**src/hw/rtl/vtkd_pkg.sv**
```systemverilog
// Shared types, key codes and decode tables for the VT100 key decoder.
// No dependencies; used by vtkd_decoder and vt100_key_decoder_cursor.
package vtkd_pkg;

  // Register reset values and map
  localparam logic [9:0] ROWS_RESET   = 10'd24;
  localparam logic [9:0] COLS_RESET   = 10'd80;
  localparam int unsigned AddrWidth   = 3;
  localparam logic        REG_ROWS    = 1'b0;  // paddr[2] selects the register
  localparam logic        REG_COLS    = 1'b1;

  // Input kinds
  localparam logic OP_BYTE    = 1'b0;
  localparam logic OP_TIMEOUT = 1'b1;

  // Sequence characters
  localparam logic [7:0] CH_ESC   = 8'h1B;
  localparam logic [7:0] CH_CSI   = 8'h5B;  // '['
  localparam logic [7:0] CH_SS3   = 8'h4F;  // 'O'
  localparam logic [7:0] CH_TILDE = 8'h7E;  // '~'
  localparam logic [7:0] CH_ZERO  = 8'h30;
  localparam logic [7:0] CH_NINE  = 8'h39;

  // Key codes
  localparam logic [8:0] KEY_ESC   = 9'd27;
  localparam logic [8:0] KEY_QUIT  = 9'h011;
  localparam logic [8:0] KEY_UP    = 9'd256;
  localparam logic [8:0] KEY_DOWN  = 9'd257;
  localparam logic [8:0] KEY_LEFT  = 9'd258;
  localparam logic [8:0] KEY_RIGHT = 9'd259;
  localparam logic [8:0] KEY_PGUP  = 9'd260;
  localparam logic [8:0] KEY_PGDN  = 9'd261;
  localparam logic [8:0] KEY_HOME  = 9'd262;
  localparam logic [8:0] KEY_END   = 9'd263;
  localparam logic [8:0] KEY_DEL   = 9'd264;

  // Decoder phase, one-hot
  typedef enum logic [3:0] {
    PH_IDLE  = 4'b0001,
    PH_ESC   = 4'b0010,
    PH_FIRST = 4'b0100,
    PH_DIGIT = 4'b1000
  } phase_e;

  // Decoded key handed from the decoder to the cursor logic
  typedef struct packed {
    logic       emit;
    logic [8:0] code;
  } key_t;

  // One result word
  typedef struct packed {
    logic       quit_request;
    logic [9:0] cursor_row;
    logic [9:0] cursor_col;
    logic [8:0] key_code;
  } result_t;

  // Two-byte sequences: ESC [ x and ESC O x
  function automatic logic [8:0] decode_two(input logic [7:0] first, input logic [7:0] second);
    logic [8:0] k;
    k = KEY_ESC;
    if (first == CH_CSI) begin
      case (second)
        8'h41:   k = KEY_UP;
        8'h42:   k = KEY_DOWN;
        8'h43:   k = KEY_RIGHT;
        8'h44:   k = KEY_LEFT;
        8'h48:   k = KEY_HOME;
        8'h46:   k = KEY_END;
        default: k = KEY_ESC;
      endcase
    end else if (first == CH_SS3) begin
      case (second)
        8'h48:   k = KEY_HOME;
        8'h46:   k = KEY_END;
        default: k = KEY_ESC;
      endcase
    end
    return k;
  endfunction

  // ESC [ digit ~ sequences
  function automatic logic [8:0] decode_digit(input logic [7:0] digit);
    logic [8:0] k;
    case (digit)
      8'h31, 8'h37: k = KEY_HOME;
      8'h33:        k = KEY_DEL;
      8'h34, 8'h38: k = KEY_END;
      8'h35:        k = KEY_PGUP;
      8'h36:        k = KEY_PGDN;
      default:      k = KEY_ESC;
    endcase
    return k;
  endfunction

endpackage

```
**src/hw/rtl/vtkd_decoder.sv**
```systemverilog
// Escape sequence decoder: holds the decode phase and pending sequence bytes.
// Depends on vtkd_pkg for phase, key codes and decode tables.
module vtkd_decoder (
  input  logic          clk_i,
  input  logic          rst_ni,
  input  logic          accept_i,
  input  logic          op_i,
  input  logic [7:0]    byte_i,
  output vtkd_pkg::key_t key_o
);

  vtkd_pkg::phase_e phase_q, phase_d;
  logic [7:0]       first_q, first_d;
  logic [7:0]       digit_q, digit_d;
  logic             is_digit;

  assign is_digit = (byte_i >= vtkd_pkg::CH_ZERO) && (byte_i <= vtkd_pkg::CH_NINE);

  // Decode the current word against the pending phase
  always_comb begin
    phase_d   = phase_q;
    first_d   = first_q;
    digit_d   = digit_q;
    key_o     = '0;
    if (op_i == vtkd_pkg::OP_TIMEOUT) begin
      // timeout flushes a pending sequence as a plain ESC
      if (phase_q != vtkd_pkg::PH_IDLE) begin
        key_o.emit = 1'b1;
        key_o.code = vtkd_pkg::KEY_ESC;
        phase_d    = vtkd_pkg::PH_IDLE;
      end
    end else begin
      case (phase_q)
        vtkd_pkg::PH_ESC: begin
          first_d = byte_i;
          phase_d = vtkd_pkg::PH_FIRST;
        end
        vtkd_pkg::PH_FIRST: begin
          if (first_q == vtkd_pkg::CH_CSI && is_digit) begin
            digit_d = byte_i;
            phase_d = vtkd_pkg::PH_DIGIT;
          end else begin
            key_o.emit = 1'b1;
            key_o.code = vtkd_pkg::decode_two(first_q, byte_i);
            phase_d    = vtkd_pkg::PH_IDLE;
          end
        end
        vtkd_pkg::PH_DIGIT: begin
          key_o.emit = 1'b1;
          key_o.code = (byte_i == vtkd_pkg::CH_TILDE) ? vtkd_pkg::decode_digit(digit_q)
                                                      : vtkd_pkg::KEY_ESC;
          phase_d    = vtkd_pkg::PH_IDLE;
        end
        default: begin
          if (byte_i == vtkd_pkg::CH_ESC) begin
            phase_d = vtkd_pkg::PH_ESC;
          end else begin
            key_o.emit = 1'b1;
            key_o.code = {1'b0, byte_i};
            phase_d    = vtkd_pkg::PH_IDLE;
          end
        end
      endcase
    end
  end

  // Advance the decode state on each accepted word
  always_ff @(posedge clk_i or negedge rst_ni) begin
    if (!rst_ni) begin
      phase_q <= vtkd_pkg::PH_IDLE;
      first_q <= '0;
      digit_q <= '0;
    end else if (accept_i) begin
      phase_q <= phase_d;
      first_q <= first_d;
      digit_q <= digit_d;
    end
  end

endmodule

```
**src/hw/rtl/vt100_key_decoder_cursor.sv**
```systemverilog
// VT100 key decoder with clamped cursor: top level, APB registers, output skid.
// Depends on vtkd_pkg and vtkd_decoder.
//
// Usage: the input stream carries one word per received byte or read-timeout
// tick (tuser = 1 for a timeout). Plain bytes, completed escape sequences and
// timeouts inside a sequence each produce one result word; ESC and the inner
// bytes of a sequence, and a timeout while idle, produce none. A result holds
// the key code, the cursor column and row after the key, and the quit flag.
// The decode and cursor update are combinational, between the input
// handshake and the result register. One word is taken every cycle while the
// receiver keeps up. When the receiver stalls, a second result is caught in a
// skid register and input tready drops until it drains, so nothing is lost.
// Reset clears the decoder to idle, the cursor to column 0 row 0, the screen
// size to 24 rows by 80 columns, and empties both result registers.
// Screen size must be written via APB while the stream is idle (not enforced).
module vt100_key_decoder_cursor (
  input  logic        clk_i,
  input  logic        rst_ni,
  // input stream
  input  logic        s_axis_tvalid_i,
  output logic        s_axis_tready_o,
  input  logic [7:0]  s_axis_tdata_i,  // [7:0] byte_value
  input  logic        s_axis_tuser_i,  // [0] op
  // result stream
  output logic        m_axis_tvalid_o,
  input  logic        m_axis_tready_i,
  output logic [31:0] m_axis_tdata_o,  // [8:0] key_code, [18:9] cursor_col,
                                       // [28:19] cursor_row, [29] quit_request
  // register port
  input  logic                           psel_i,
  input  logic                           penable_i,
  input  logic                           pwrite_i,
  input  logic [vtkd_pkg::AddrWidth-1:0] paddr_i,
  input  logic [31:0]                    pwdata_i,
  output logic [31:0]                    prdata_o,
  output logic                           pready_o
);

  logic [9:0]       rows_q, cols_q;
  logic [9:0]       col_q, col_d, row_q, row_d;
  logic [9:0]       max_row, max_col;
  logic [10:0]      row_sum;
  logic             in_fire, cfg_wr, res_valid, out_take;
  vtkd_pkg::key_t   key;
  vtkd_pkg::result_t res, main_q, main_d, skid_q, skid_d;
  logic             main_valid_q, main_valid_d, skid_valid_q, skid_valid_d;

  // Register port
  assign pready_o = 1'b1;
  assign cfg_wr   = psel_i & penable_i & pwrite_i;
  assign prdata_o = (paddr_i[2] == vtkd_pkg::REG_COLS) ? {22'd0, cols_q} : {22'd0, rows_q};

  always_ff @(posedge clk_i or negedge rst_ni) begin
    if (!rst_ni) begin
      rows_q <= vtkd_pkg::ROWS_RESET;
      cols_q <= vtkd_pkg::COLS_RESET;
    end else if (cfg_wr) begin
      if (paddr_i[2] == vtkd_pkg::REG_ROWS) begin
        rows_q <= pwdata_i[9:0];
      end else begin
        cols_q <= pwdata_i[9:0];
      end
    end
  end

  // Input handshake
  assign s_axis_tready_o = ~skid_valid_q;
  assign in_fire         = s_axis_tvalid_i & s_axis_tready_o;

  vtkd_decoder u_decoder (
    .clk_i    (clk_i),
    .rst_ni   (rst_ni),
    .accept_i (in_fire),
    .op_i     (s_axis_tuser_i),
    .byte_i   (s_axis_tdata_i),
    .key_o    (key)
  );

  assign res_valid = in_fire & key.emit;

  // Move the cursor for the decoded key, clamped to the screen
  assign max_row = (rows_q == 10'd0) ? 10'd0 : rows_q - 10'd1;
  assign max_col = (cols_q == 10'd0) ? 10'd0 : cols_q - 10'd1;
  assign row_sum = {1'b0, row_q} + {1'b0, rows_q};

  always_comb begin
    col_d = col_q;
    row_d = row_q;
    case (key.code)
      vtkd_pkg::KEY_UP:    if (row_q != 10'd0) row_d = row_q - 10'd1;
      vtkd_pkg::KEY_DOWN:  if (row_q < max_row) row_d = row_q + 10'd1;
      vtkd_pkg::KEY_LEFT:  if (col_q != 10'd0) col_d = col_q - 10'd1;
      vtkd_pkg::KEY_RIGHT: if (col_q < max_col) col_d = col_q + 10'd1;
      vtkd_pkg::KEY_PGUP:  row_d = (row_q > rows_q) ? row_q - rows_q : 10'd0;
      vtkd_pkg::KEY_PGDN: begin
        if (row_q < max_row) begin
          row_d = (row_sum > {1'b0, max_row}) ? max_row : row_sum[9:0];
        end
      end
      vtkd_pkg::KEY_HOME:  col_d = 10'd0;
      vtkd_pkg::KEY_END:   col_d = max_col;
      default: ;
    endcase
  end

  always_ff @(posedge clk_i or negedge rst_ni) begin
    if (!rst_ni) begin
      col_q <= '0;
      row_q <= '0;
    end else if (res_valid) begin
      col_q <= col_d;
      row_q <= row_d;
    end
  end

  assign res.key_code     = key.code;
  assign res.cursor_col   = col_d;
  assign res.cursor_row   = row_d;
  assign res.quit_request = (key.code == vtkd_pkg::KEY_QUIT);

  // Result register with skid: drain main, refill from skid or new word
  assign out_take = main_valid_q & m_axis_tready_i;

  always_comb begin
    main_d       = main_q;
    skid_d       = skid_q;
    main_valid_d = main_valid_q;
    skid_valid_d = skid_valid_q;
    if (out_take) begin
      if (skid_valid_q) begin
        main_d       = skid_q;
        skid_valid_d = 1'b0;
      end else begin
        main_valid_d = 1'b0;
      end
    end
    if (res_valid) begin
      if (main_valid_q && !m_axis_tready_i) begin
        skid_d       = res;
        skid_valid_d = 1'b1;
      end else begin
        main_d       = res;
        main_valid_d = 1'b1;
      end
    end
  end

  always_ff @(posedge clk_i or negedge rst_ni) begin
    if (!rst_ni) begin
      main_valid_q <= 1'b0;
      skid_valid_q <= 1'b0;
    end else begin
      main_valid_q <= main_valid_d;
      skid_valid_q <= skid_valid_d;
    end
  end

  always_ff @(posedge clk_i) begin
    main_q <= main_d;
    skid_q <= skid_d;
  end

  assign m_axis_tvalid_o = main_valid_q;
  assign m_axis_tdata_o  = {2'b00, main_q};

`ifndef NO_ASSERTIONS
  a_skid_behind_main: assert property (@(posedge clk_i) disable iff (!rst_ni)
    skid_valid_q |-> main_valid_q)
    else $error("skid holds a word while main is empty");

  a_quit_flag: assert property (@(posedge clk_i) disable iff (!rst_ni)
    main_valid_q |-> (main_q.quit_request == (main_q.key_code == vtkd_pkg::KEY_QUIT)))
    else $error("quit flag does not match key code");

  a_key_range: assert property (@(posedge clk_i) disable iff (!rst_ni)
    main_valid_q |-> (main_q.key_code <= vtkd_pkg::KEY_DEL))
    else $error("key code out of range");

  a_home_col: assert property (@(posedge clk_i) disable iff (!rst_ni)
    (main_valid_q && main_q.key_code == vtkd_pkg::KEY_HOME) |-> (main_q.cursor_col == 10'd0))
    else $error("home key left column nonzero");

  a_no_result_stall: assert property (@(posedge clk_i) disable iff (!rst_ni)
    (skid_valid_q && !m_axis_tready_i) |=> skid_valid_q && $stable(skid_q))
    else $error("skid word lost while receiver stalled");
`endif

endmodule
```
**config.mk**
```make
export PLATFORM = sky130hd
export DESIGN_NAME = vt100_key_decoder_cursor
export DESIGN_NICKNAME = d
export VERILOG_FILES = /design/src/hw/rtl/vtkd_pkg.sv /design/src/hw/rtl/vtkd_decoder.sv /design/src/hw/rtl/vt100_key_decoder_cursor.sv
export SDC_FILE = /design/constraint.sdc
export NUM_CORES = 1
export LEC_CHECK = 0
export BUFFER_PORTS_ARGS = -buffer_cell sky130_fd_sc_hd__buf_2
export CAP_MARGIN = 5
export CORE_UTILIZATION = 64
export DETAILED_ROUTE_END_ITERATION = 6
export PLACE_DENSITY_LB_ADDON = 0.05
export SYNTH_ARGS = -nofsm -noshare
export SYNTH_HDL_FRONTEND = slang
export SYNTH_HIERARCHICAL = 1
export SYNTH_SLANG_ARGS = --single-unit
```
**constraint.sdc**
```tcl
create_clock -name clk_i -period 9.45 [get_ports clk_i]
set_input_delay 0 -clock clk_i [delete_from_list [all_inputs] [get_ports clk_i]]
set_output_delay 0 -clock clk_i [all_outputs]
set_load 0.02 [all_outputs]
```
### Word-level counts from Yosys, hierarchy flattened

Index checks and enable logic that the tools add are counted.

| storage, ports and cells | value |
|---|---|
| register bits | 122 |
| logic and storage cells | 125 |

| operators by class | value |
|---|---|
| muxes and demuxes | 39 |
| $lt $le $gt $ge | 6 |
| equal/unequal tests | 31 |
| bitwise gates (word level) | 8 |
| reduce and logical (&&, ||, !) cells | 16 |
| add/sub/neg operators | 8 |

Operators with widths:

| kind | number |
|---|---|
| $mux W10 | 14 |
| $mux W30 | 4 |
| $pmux W10 S4 | 2 |
| $eq A8 B7 Y1 const B | 9 |
| $eq A9 B9 Y1 const B | 8 |
| $eq A8 B6 Y1 const B | 7 |
| $pmux W9 S6 | 1 |
| $pmux W9 S5 | 1 |
| $sub A10 B1 Y10 const B | 4 |
| $pmux W10 S3 | 1 |
| $mux W9 | 3 |
| $add A10 B1 Y10 const B | 2 |
| $logic_not A10 Y1 | 2 |
| $lt A10 B10 Y1 | 2 |
| $reduce_bool A10 Y1 | 2 |
| $pmux W9 S2 | 1 |
| $mux W4 | 3 |
| $pmux W4 S3 | 1 |
| $add A10 B10 Y11 | 1 |
| $gt A11 B10 Y1 | 1 |
| $gt A10 B10 Y1 | 1 |
| $sub A10 B10 Y10 | 1 |
| $eq A9 B5 Y1 const B | 1 |
| $eq A8 B5 Y1 const B | 1 |
| other kinds (17) | 35 |

### Longest topological paths before layout

Gate-level depths: netlist of the first run.

| depth | value |
|---|---|
| depth after elaboration | 11 |
| gate-level depth with buffers | 18 |

### Hierarchy

The synthesis of the first run kept the hierarchy.

By module, submodules not included:

| module | sequential area each (um^2) | cells an instance | instances | area an instance (um^2) |
|---|---|---|---|---|
| vt100_key_decoder_cursor | 2557.5 | 938 | 1 | 8076.5 |
| vtkd_decoder | 501.7 | 149 | 1 | 1401.3 |

### Worst setup path after synthesis of the first run

No wires, ideal clock.

| path | value |
|---|---|
| path type | reg2reg |
| start point | reg row_q[1] |
| end point | reg skid_q[21] in the netlist's numbering (data pin) |
| library setup time | 265 ps |
| arrival | 3707 ps |
| slack | 5478 ps |
| period minus slack after synthesis | 3972 ps |
| cell stages (with the launch flop) | 18 |
| cell sequence | dfrtp_1 inv_1 fa_1 o21bai_1 a21oi_1 o31ai_2 a21boi_0 xnor2_1 ha_1 a21o_1 a21oi_1 nand2_1 o21ai_0 clkbuf_1 a211oi_1 a311oi_2 o21ai_1 o2bb2ai_1 |

RTL lines:

| element | line | source |
|---|---|---|
| from (decl) | vt100_key_decoder_cursor.sv:40 | `logic [9:0] col_q, col_d, row_q, row_d;` |
| from (signal assigned) | vt100_key_decoder_cursor.sv:112 | `row_q <= row_d;` |
| to (signal assigned) | vt100_key_decoder_cursor.sv:160 | `skid_q <= skid_d;` |
| to (decl) | vt100_key_decoder_cursor.sv:45 | `vtkd_pkg::result_t res, main_q, main_d, skid_q, skid_d;` |

==> results of run 1 <==
[layer usage]
metal	up-vias	track usage [%]
met5	-	0
met4	0	14.9
met3	65	6.04
met2	396	53.9
met1	4093	46.6
li1	4055	-
[sequential cells by signal, summed over array words and instances (netlist names)]
register	flops
skid_q	30
skid_valid_q	1
rows_q	10
col_q	10
m_axis_tvalid_o	1
u_decoder/first_q	8
u_decoder/phase_q	4
row_q	10
m_axis_tdata_o	30
cols_q	10
u_decoder/digit_q	8
[area by class of cell]
type	instances	area (um^2)
multi-input combinational	850	5870
fill	1163	3980
sequential	122	3060
timing repair buffer	96	603
clock buffer	19	433
clock inverter	13	130
inverter	46	173
tap	184	230
[worst reg2reg max path, cell delays in order (launching register included)]
cell and delay [ns]:
sky130_fd_sc_hd__dfrtp_1 0.67, sky130_fd_sc_hd__ha_1 0.27, sky130_fd_sc_hd__inv_1 0.06, sky130_fd_sc_hd__fa_1 0.40, sky130_fd_sc_hd__o21bai_1 0.15, sky130_fd_sc_hd__a21oi_1 0.14, sky130_fd_sc_hd__o31ai_2 0.33, sky130_fd_sc_hd__a21boi_0 0.18
sky130_fd_sc_hd__xnor2_1 0.28, sky130_fd_sc_hd__ha_1 0.29, sky130_fd_sc_hd__a21o_1 0.16, sky130_fd_sc_hd__a21oi_1 0.22, sky130_fd_sc_hd__nand2_1 0.07, sky130_fd_sc_hd__o21ai_0 0.16, sky130_fd_sc_hd__buf_4 0.20, sky130_fd_sc_hd__nand2_1 0.13
sky130_fd_sc_hd__mux2i_1 0.14, sky130_fd_sc_hd__a211oi_1 0.53, sky130_fd_sc_hd__inv_1 0.08
[where the power goes]
group,internal [mW],total (mW),switching (mW)
combinational,0.319,0.842,0.522
sequential,0.634,0.722,0.0875
clock,0.385,0.622,0.237
total,1.34,2.19,0.847
[logic make-up (layout without fill, tap and decap cells)]
group / after synthesis / in the layout / share of synthesized area [%]
xor+xnor: 39 / 39 / 3.60
buf+inv: 138 / 174 / 6.79
other cells: 2 / 25 / 0.0792
compound gates: 300 / 300 / 21.5
mux: 69 / 69 / 7.82
fa+ha+maj: 59 / 59 / 7.95
simple gates: 358 / 358 / 20.0
flops: 122 / 122 / 32.3
[timing repair]
item | 4_1_cts | 5_1_grt
endpoints found under the hold margin | 90 | 0
endpoints found under the setup margin | 0 | 0
hold buffers | 21 | 0
[placed cells by master, fill, tap and decap left out, types with 7 or more instances in the layout]
master                          Yosys  routed
sky130_fd_sc_hd__a211oi_1           7       7
sky130_fd_sc_hd__nor3_1            21      21
sky130_fd_sc_hd__o22ai_1            7       7
sky130_fd_sc_hd__mux2i_1           29      29
sky130_fd_sc_hd__conb_1             2      25
sky130_fd_sc_hd__nand2b_1          16      16
sky130_fd_sc_hd__clkbuf_16          0      17
sky130_fd_sc_hd__o21ai_0           67      67
sky130_fd_sc_hd__nand4_1           18      18
sky130_fd_sc_hd__o21ai_1           18      18
sky130_fd_sc_hd__a21o_1            20      20
sky130_fd_sc_hd__a221oi_1           7       7
sky130_fd_sc_hd__inv_1             46      46
sky130_fd_sc_hd__dfxtp_1           30      30
sky130_fd_sc_hd__ha_1              57      57
sky130_fd_sc_hd__nor4b_1            7       7
sky130_fd_sc_hd__nor2_1            79      78
sky130_fd_sc_hd__buf_2             10      68
sky130_fd_sc_hd__a31oi_1           16      16
sky130_fd_sc_hd__a21oi_1           60      60
sky130_fd_sc_hd__edfxtp_1          30      30
sky130_fd_sc_hd__nand2_1           98      98
sky130_fd_sc_hd__xnor2_1           27      27
sky130_fd_sc_hd__dfrtp_1           57      57
sky130_fd_sc_hd__nor2b_1            9       9
sky130_fd_sc_hd__and3_1            10       9
sky130_fd_sc_hd__nand3_1           30      29
sky130_fd_sc_hd__xor2_1            12      12
sky130_fd_sc_hd__mux2_2            37      37
sky130_fd_sc_hd__nor4_1             9       9
sky130_fd_sc_hd__buf_4             26       7
sky130_fd_sc_hd__o21bai_1           8       8
sky130_fd_sc_hd__dlygate4sd3_1      0      21
sky130_fd_sc_hd__o211ai_1           8       8
[path summary, 6_finish.rpt]
kind | from | endpoint | slack [ns]
setup / recovery | row_q[0] | skid_q[28] | 4.73
setup reg to reg | row_q[0] | skid_q[28] | 4.73
max in group asynchronous | rst_ni | u_decoder/digit_q[6] | 8.57
hold / removal | s_axis_tvalid_i | u_decoder/phase_q[0] | 0.09
hold reg to reg | u_decoder/digit_q[4] | u_decoder/digit_q[4] | 0.47
min in group asynchronous | rst_ni | rows_q[6] | 0.30
==> flow_results.xml, run 1 <==
<?xml version="1.0" encoding="UTF-8"?>
<metrics>
  <group name="synth">
    <metric name="synth.cells.most_frequent" unit="">sky130_fd_sc_hd__nand2_1, sky130_fd_sc_hd__nor2_1, sky130_fd_sc_hd__o21ai_0</metric>
    <metric name="synth.ff_latch_count" unit="">122</metric>
    <metric name="synth-seq-area-share" unit="%">32.3</metric>
    <metric name="ys_dominant_reg_cell" unit="">sky130_fd_sc_hd__dfrtp_1</metric>
    <metric name="synth.distinct_cells" unit="">98</metric>
    <metric name="cell_with_the_most_instances_after_synthesis" unit="">sky130_fd_sc_hd__nand2_1</metric>
    <metric name="synth_warnings" unit="">6</metric>
    <metric name="postSynthCellCount" unit="">1087</metric>
    <metric name="post_synth_main_area_contributors" unit="">sky130_fd_sc_hd__dfrtp_1, sky130_fd_sc_hd__edfxtp_1, sky130_fd_sc_hd__ha_1, sky130_fd_sc_hd__dfxtp_1, sky130_fd_sc_hd__mux2_2</metric>
    <metric name="synth_edf_count" unit="">30</metric>
    <metric name="ys_async_sr_fraction" unit="%">50.8</metric>
    <metric name="largest_area_contributor_in_the_netlist" unit="">sky130_fd_sc_hd__dfrtp_1</metric>
    <metric name="syn_area_per_cell" unit="um^2">8.72</metric>
    <metric name="syn_area" unit="mm^2">0.00948</metric>
    <metric name="proportion_of_netlist_area_held_by_the_largest_area_contributor" unit="%">15.0</metric>
  </group>
  <group name="clock_tree">
    <metric name="clock_path_buffers" unit="">2</metric>
    <metric name="cts_post_setup_buffers_inserted" unit="">0</metric>
    <metric name="cts_max_level" unit="">4</metric>
    <metric name="cts_made_buffers" unit="">17</metric>
    <metric name="cts.root.buffer_cell" unit="">sky130_fd_sc_hd__clkbuf_16</metric>
    <metric name="clock_insertion_delay_worst_skew" unit="ns">0.42</metric>
    <metric name="cts_resized" unit="">0</metric>
    <metric name="clock_tree_from_tritoncts" unit="">yes</metric>
    <metric name="clkSinkCount" unit="">122</metric>
    <metric name="cts.clk_slew.worst_paths" unit="ns">0.05</metric>
  </group>
  <group name="sta">
    <metric name="grt_setup_unrepaired" unit="">no</metric>
    <metric name="setup_viol" unit="">0</metric>
    <metric name="finalHoldViolations" unit="">0</metric>
    <metric name="finalMaxSlewViolations" unit="">0</metric>
    <metric name="finalCritPeriodShare" unit="%">49.9</metric>
    <metric name="final_period_minus_worst_setup_slack" unit="ns">4.72</metric>
    <metric name="highest_attainable_clock_frequency" unit="MHz">212</metric>
    <metric name="setup_total_negative_slack" unit="ns">0</metric>
    <metric name="worst-slew-pin-transition" unit="ns">0.938</metric>
    <metric name="worst_hold_slack" unit="ns">0.0856</metric>
    <metric name="max-slew-margin-rel" unit="%">37.5</metric>
    <metric name="largest_clock_skew_in_the_final_design" unit="ns">0.0100</metric>
    <metric name="post-route-worst-setup-slack" unit="ns">4.73</metric>
  </group>
  <group name="routing">
    <metric name="route.antenna.remaining_nets" unit="">0</metric>
    <metric name="dr.pass1.iters" unit="">7</metric>
    <metric name="routed-wl-met3" unit="mm">1.92</metric>
    <metric name="drcViolationCount" unit="">0</metric>
    <metric name="detailroute.via_count" unit="">8609</metric>
    <metric name="avgRoutedWirePerCell" unit="um">19.1</metric>
    <metric name="m1WireLength" unit="mm">11.1</metric>
    <metric name="highest_layer" unit="">met4</metric>
    <metric name="drt_first_iter_violations" unit="">882</metric>
    <metric name="wl_met2" unit="mm">11.6</metric>
    <metric name="route.detailed.vias_per_inst" unit="">6.47</metric>
    <metric name="routed_wirelength" unit="mm">25.4</metric>
  </group>
  <group name="cells_and_area">
    <metric name="finalCoreUtilization" unit="%">72.5</metric>
    <metric name="area_delta_synth_final" unit="%">10.8</metric>
    <metric name="finish.instance_area" unit="mm^2">0.0105</metric>
    <metric name="final_cells" unit="">1330</metric>
    <metric name="antenna_cells_inserted" unit="">0</metric>
    <metric name="fin_nets" unit="">1243</metric>
    <metric name="drive_gt1_share" unit="%">16.6</metric>
  </group>
  <group name="grt">
    <metric name="first_global_vias" unit="">8067</metric>
    <metric name="number_of_antenna_violations_at_the_first_check_in_global_routing" unit="">0</metric>
    <metric name="grt_overflow" unit="">0</metric>
    <metric name="groute.usage.overall" unit="%">34.4</metric>
    <metric name="grt_start_max_net_pins" unit="">63</metric>
    <metric name="wire_length_of_the_first_global_routing_pass" unit="mm">40.4</metric>
  </group>
  <group name="die">
    <metric name="num_io_pins" unit="">118</metric>
    <metric name="chipHeight" unit="um">124</metric>
    <metric name="std_cell_rows" unit="">44</metric>
    <metric name="floorplan.initialDensity" unit="%">65.5</metric>
    <metric name="floorplan.die_area" unit="mm^2">0.0153</metric>
    <metric name="placeable_core_region" unit="mm^2">0.0145</metric>
    <metric name="die_w" unit="um">124</metric>
  </group>
  <group name="setup_path">
    <metric name="cp_max_fo" unit="">13</metric>
    <metric name="critical_path_depth" unit="">18</metric>
    <metric name="critical_path_buf_inv_count" unit="">3</metric>
    <metric name="critPathKind" unit="">flop to flop</metric>
    <metric name="kind_of_end_point_of_the_critical_path" unit="">flop</metric>
    <metric name="critical_path_arrival" unit="ns">4.86</metric>
    <metric name="r2r.worst_path.cells" unit="">18</metric>
    <metric name="worst-endpoint-required" unit="ns">9.59</metric>
    <metric name="worst_path_largest_cell_delay" unit="ns">0.67</metric>
    <metric name="crit_slowest_cell" unit="">sky130_fd_sc_hd__dfrtp_1</metric>
    <metric name="path_delay_family" unit="">compound AO/OA/AOI/OAI gates</metric>
    <metric name="start_kind" unit="">flop</metric>
    <metric name="cp_cell_sequence" unit="">ha_1, inv_1, fa_1, o21bai_1, a21oi_1, o31ai_2, a21boi_0, xnor2_1, ha_1, a21o_1, a21oi_1, nand2_1, o21ai_0, buf_4, nand2_1, mux2i_1, a211oi_1, inv_1</metric>
  </group>
  <group name="power">
    <metric name="power.leakage" unit="nW">4.60</metric>
    <metric name="design_power_total" unit="mW">2.19</metric>
    <metric name="power.ir.vdd_worst" unit="mV">0.205</metric>
    <metric name="power_density" unit="mW/mm^2">208</metric>
  </group>
  <group name="placement">
    <metric name="place_area" unit="mm^2">0.00973</metric>
    <metric name="numPortBuffers" unit="">68</metric>
    <metric name="post-dp-hpwl" unit="mm">18.1</metric>
    <metric name="preCtsSetupSlack" unit="ns">4.86</metric>
    <metric name="numPlacedInstances" unit="">1277</metric>
    <metric name="gpl.final_weighted_congestion" unit="">0.960</metric>
  </group>
  <group name="min_path">
    <metric name="hold_class" unit="">input pin to flop</metric>
    <metric name="worst_hold_path.num_cells" unit="">4</metric>
  </group>
  <group name="flow_run">
    <metric name="cap_viol_max_count" unit="">0</metric>
  </group>
  <group name="outcome">
    <metric name="outcome" unit="">completed</metric>
  </group>
</metrics>
(Power assumes the default switching activity.)
==> run 2: changes to the inputs <==
--- a/config.mk
+++ b/config.mk
@@ -7,7 +7,7 @@
 export LEC_CHECK = 0
 export BUFFER_PORTS_ARGS = -buffer_cell sky130_fd_sc_hd__buf_2
 export CAP_MARGIN = 5
-export CORE_UTILIZATION = 64
+export CORE_UTILIZATION = 54
 export DETAILED_ROUTE_END_ITERATION = 6
 export PLACE_DENSITY_LB_ADDON = 0.05
 export SYNTH_ARGS = -nofsm -noshare
==> constraint.sdc (replaced) <==
create_clock -name clk_i -period 4.3 [get_ports clk_i]
set_input_delay 0 -clock clk_i [delete_from_list [all_inputs] [get_ports clk_i]]
set_output_delay 0 -clock clk_i [all_outputs]
set_load 0.02 [all_outputs]
==> run 2 against run 1 <==
Final cell count rose by 6.5%. Count of clock-buffer cells in the layout down 2. Non-clock buffer count rose by 45. Critical path depth did not move. Clock skew is 0.0087 ns higher. Routed wire length rose by 6.9%. Die area rose by 18%. Via count rose by 0.55%.
==> flow_results.xml, run 2 (synthesis gave the netlist of run 1 again) <==
<?xml version="1.0" encoding="UTF-8"?>
<metrics>
  <group name="grt">
    <metric name="grt_start_max_net_pins" unit="">63</metric>
    <metric name="grt_overflow" unit="">0</metric>
    <metric name="first_global_vias" unit="">8059</metric>
    <metric name="number_of_antenna_violations_at_the_first_check_in_global_routing" unit="">0</metric>
    <metric name="groute.usage.overall" unit="%">31.0</metric>
    <metric name="wire_length_of_the_first_global_routing_pass" unit="mm">43.2</metric>
  </group>
  <group name="setup_path">
    <metric name="r2r.worst_path.cells" unit="">18</metric>
    <metric name="worst_flop_to_flop_path_endpoint" unit="">skid_q[21]</metric>
    <metric name="regToRegStartpoint" unit="">rows_q[0]</metric>
    <metric name="cp_max_fo" unit="">6</metric>
    <metric name="critPathLaunch" unit="">rows_q[0]</metric>
    <metric name="regToRegSetupSlack" unit="ns">0.24</metric>
    <metric name="critical_path_arrival" unit="ns">4.22</metric>
    <metric name="setup.worst_path.end" unit="">skid_q[21]</metric>
    <metric name="worst-endpoint-required" unit="ns">4.46</metric>
    <metric name="start_kind" unit="">flop</metric>
    <metric name="kind_of_end_point_of_the_critical_path" unit="">flop</metric>
    <metric name="critPathKind" unit="">flop to flop</metric>
  </group>
  <group name="die">
    <metric name="chipHeight" unit="um">134</metric>
    <metric name="std_cell_rows" unit="">48</metric>
    <metric name="floorplan.die_area" unit="mm^2">0.0181</metric>
    <metric name="floorplan.initialDensity" unit="%">55.0</metric>
    <metric name="die_w" unit="um">134</metric>
    <metric name="placeable_core_region" unit="mm^2">0.0172</metric>
    <metric name="num_io_pins" unit="">118</metric>
  </group>
  <group name="clock_tree">
    <metric name="clock_tree_from_tritoncts" unit="">yes</metric>
    <metric name="clkSinkCount" unit="">122</metric>
    <metric name="clock_insertion_delay_worst_skew" unit="ns">0.43</metric>
    <metric name="cts.clk_slew.worst_paths" unit="ns">0.06</metric>
    <metric name="cts_max_level" unit="">4</metric>
    <metric name="cts.root.buffer_cell" unit="">sky130_fd_sc_hd__clkbuf_16</metric>
    <metric name="cts_made_buffers" unit="">17</metric>
    <metric name="clock_path_buffers" unit="">2</metric>
  </group>
  <group name="routing">
    <metric name="avgRoutedWirePerCell" unit="um">19.1</metric>
    <metric name="detailroute.via_count" unit="">8656</metric>
    <metric name="drcViolationCount" unit="">0</metric>
    <metric name="route.detailed.vias_per_inst" unit="">6.11</metric>
    <metric name="route.antenna.remaining_nets" unit="">0</metric>
    <metric name="dr.pass1.iters" unit="">6</metric>
    <metric name="drt_first_iter_violations" unit="">762</metric>
    <metric name="routed_wirelength" unit="mm">27.1</metric>
  </group>
  <group name="sta">
    <metric name="largest_clock_skew_in_the_final_design" unit="ns">0.0187</metric>
    <metric name="finalHoldViolations" unit="">0</metric>
    <metric name="max-slew-margin-rel" unit="%">40.0</metric>
    <metric name="setup_viol" unit="">0</metric>
    <metric name="post-route-worst-setup-slack" unit="ns">0.243</metric>
    <metric name="highest_attainable_clock_frequency" unit="MHz">246</metric>
    <metric name="final_period_minus_worst_setup_slack" unit="ns">4.06</metric>
    <metric name="worst-slew-pin-transition" unit="ns">0.900</metric>
    <metric name="finalMaxSlewViolations" unit="">0</metric>
    <metric name="setup_total_negative_slack" unit="ns">0</metric>
    <metric name="worst_hold_slack" unit="ns">0.0545</metric>
    <metric name="finalCritPeriodShare" unit="%">94.3</metric>
  </group>
  <group name="cells_and_area">
    <metric name="layout.cells.most_common" unit="">sky130_fd_sc_hd__nand2_1</metric>
    <metric name="antenna_cells_inserted" unit="">0</metric>
    <metric name="commonest_cells_after_routing_fill_and_taps_aside" unit="">sky130_fd_sc_hd__nand2_1, sky130_fd_sc_hd__nor2_1, sky130_fd_sc_hd__buf_2, sky130_fd_sc_hd__o21ai_0, sky130_fd_sc_hd__a21oi_1</metric>
    <metric name="drive_gt1_share" unit="%">20.7</metric>
    <metric name="area_delta_synth_final" unit="%">15.6</metric>
    <metric name="fin_nets" unit="">1288</metric>
  </group>
  <group name="power">
    <metric name="design_power_total" unit="mW">4.97</metric>
    <metric name="power.leakage" unit="nW">4.84</metric>
    <metric name="power.ir.vdd_worst" unit="mV">0.352</metric>
    <metric name="power_density" unit="mW/mm^2">454</metric>
  </group>
  <group name="placement">
    <metric name="post-dp-hpwl" unit="mm">19.9</metric>
    <metric name="preCtsSetupSlack" unit="ns">0.131</metric>
    <metric name="numPortBuffers" unit="">68</metric>
    <metric name="gpl.final_weighted_congestion" unit="">0.927</metric>
  </group>
  <group name="min_path">
    <metric name="hold_class" unit="">input pin to flop</metric>
    <metric name="worst_hold_path.num_cells" unit="">4</metric>
  </group>
  <group name="outcome">
    <metric name="outcome" unit="">completed</metric>
  </group>
  <group name="flow_run">
    <metric name="cap_viol_max_count" unit="">0</metric>
  </group>
</metrics>
==> run 2: cell types whose count changed in the layout (fill, tap and decap cells not counted), sizes merged <==
cell	delta
buf	+45
inv	+9
clkbuf	-2
clkinv	-6
bufinv	-1
==> run 2: repair_timing <==
item	in CTS	in global routing
endpoints found under the setup margin	0	30
hold endpoints to repair	91	0
hold buffers	21	0
buffers inserted	0	2
resized for setup	0	13
==> run 2: worst min path at each step <==
stage                    start              endpoint  slack [ns]
3_5_place_dp   m_axis_tready_i          skid_valid_q        0.22
3_3_place_gp   m_axis_tready_i          skid_valid_q        0.22
6_report       s_axis_tvalid_i  u_decoder/phase_q[0]        0.05
5_1_grt        s_axis_tvalid_i  u_decoder/phase_q[0]        0.07
2_1_floorplan           rst_ni              col_q[0]       -0.30
4_1_cts        s_axis_tvalid_i  u_decoder/phase_q[0]        0.03
==> run 2: cell type report <==
type                            instances  area, um^2
Fill cell                            1533        6280
Multi-Input combinational cell        850        5910
Sequential cell                       122        3060
Timing Repair Buffer                  141         953
Clock buffer                           17         425
Tap cell                              225         282
Inverter                               46         173
Clock inverter                         15         153
==> run 2: worst max-delay path, cell delays in order, from the launching register on <==
cell	delay (ns)
sky130_fd_sc_hd__dfrtp_1	0.37
sky130_fd_sc_hd__ha_1	0.19
sky130_fd_sc_hd__inv_1	0.06
sky130_fd_sc_hd__fa_1	0.38
sky130_fd_sc_hd__o21bai_1	0.16
sky130_fd_sc_hd__a21oi_1	0.12
sky130_fd_sc_hd__o31ai_2	0.33
sky130_fd_sc_hd__a21boi_1	0.12
sky130_fd_sc_hd__xnor2_1	0.23
sky130_fd_sc_hd__ha_1	0.28
sky130_fd_sc_hd__a21o_1	0.17
sky130_fd_sc_hd__a21oi_2	0.16
sky130_fd_sc_hd__nand2_1	0.09
sky130_fd_sc_hd__o21ai_2	0.18
sky130_fd_sc_hd__buf_4	0.17
sky130_fd_sc_hd__a211oi_1	0.08
sky130_fd_sc_hd__a311oi_2	0.40
sky130_fd_sc_hd__o21ai_1	0.15
sky130_fd_sc_hd__o2bb2ai_1	0.15
==> run 2: layer usage <==
layer | global-route usage (%) | share of wire (%) | routed length [um] | vias up
li1 | - | - | - | 4134
met1 | 43.6 | 45 | 12200 | 4127
met2 | 48.7 | 46 | 12400 | 348
met3 | 5.14 | 6.9 | 1860 | 47
met4 | 10.2 | 2.3 | 622 | 0
met5 | 0 | 0 | 0 | -
==> run 2: power by group <==
group,internal [mW],total (mW),switching (mW),leakage (nW)
sequential,1.39,1.56,0.169,1.32
clock,0.816,1.42,0.607,0.277
combinational,0.783,1.99,1.21,3.24
total,2.99,4.97,1.98,4.84
==> run 2: stage by stage <==
step | utilization (%) | area [um^2] | std cells
3_5_place_dp | 58.7 | 10100 | 1361
4_1_cts | 63.2 | 10900 | 1414
6_report | 63.6 | 11000 | 1416
3_3_place_gp | 58.7 | 10100 | 1361
5_1_grt | 63.6 | 11000 | 1416
2_1_floorplan | - | 9560 | 1110
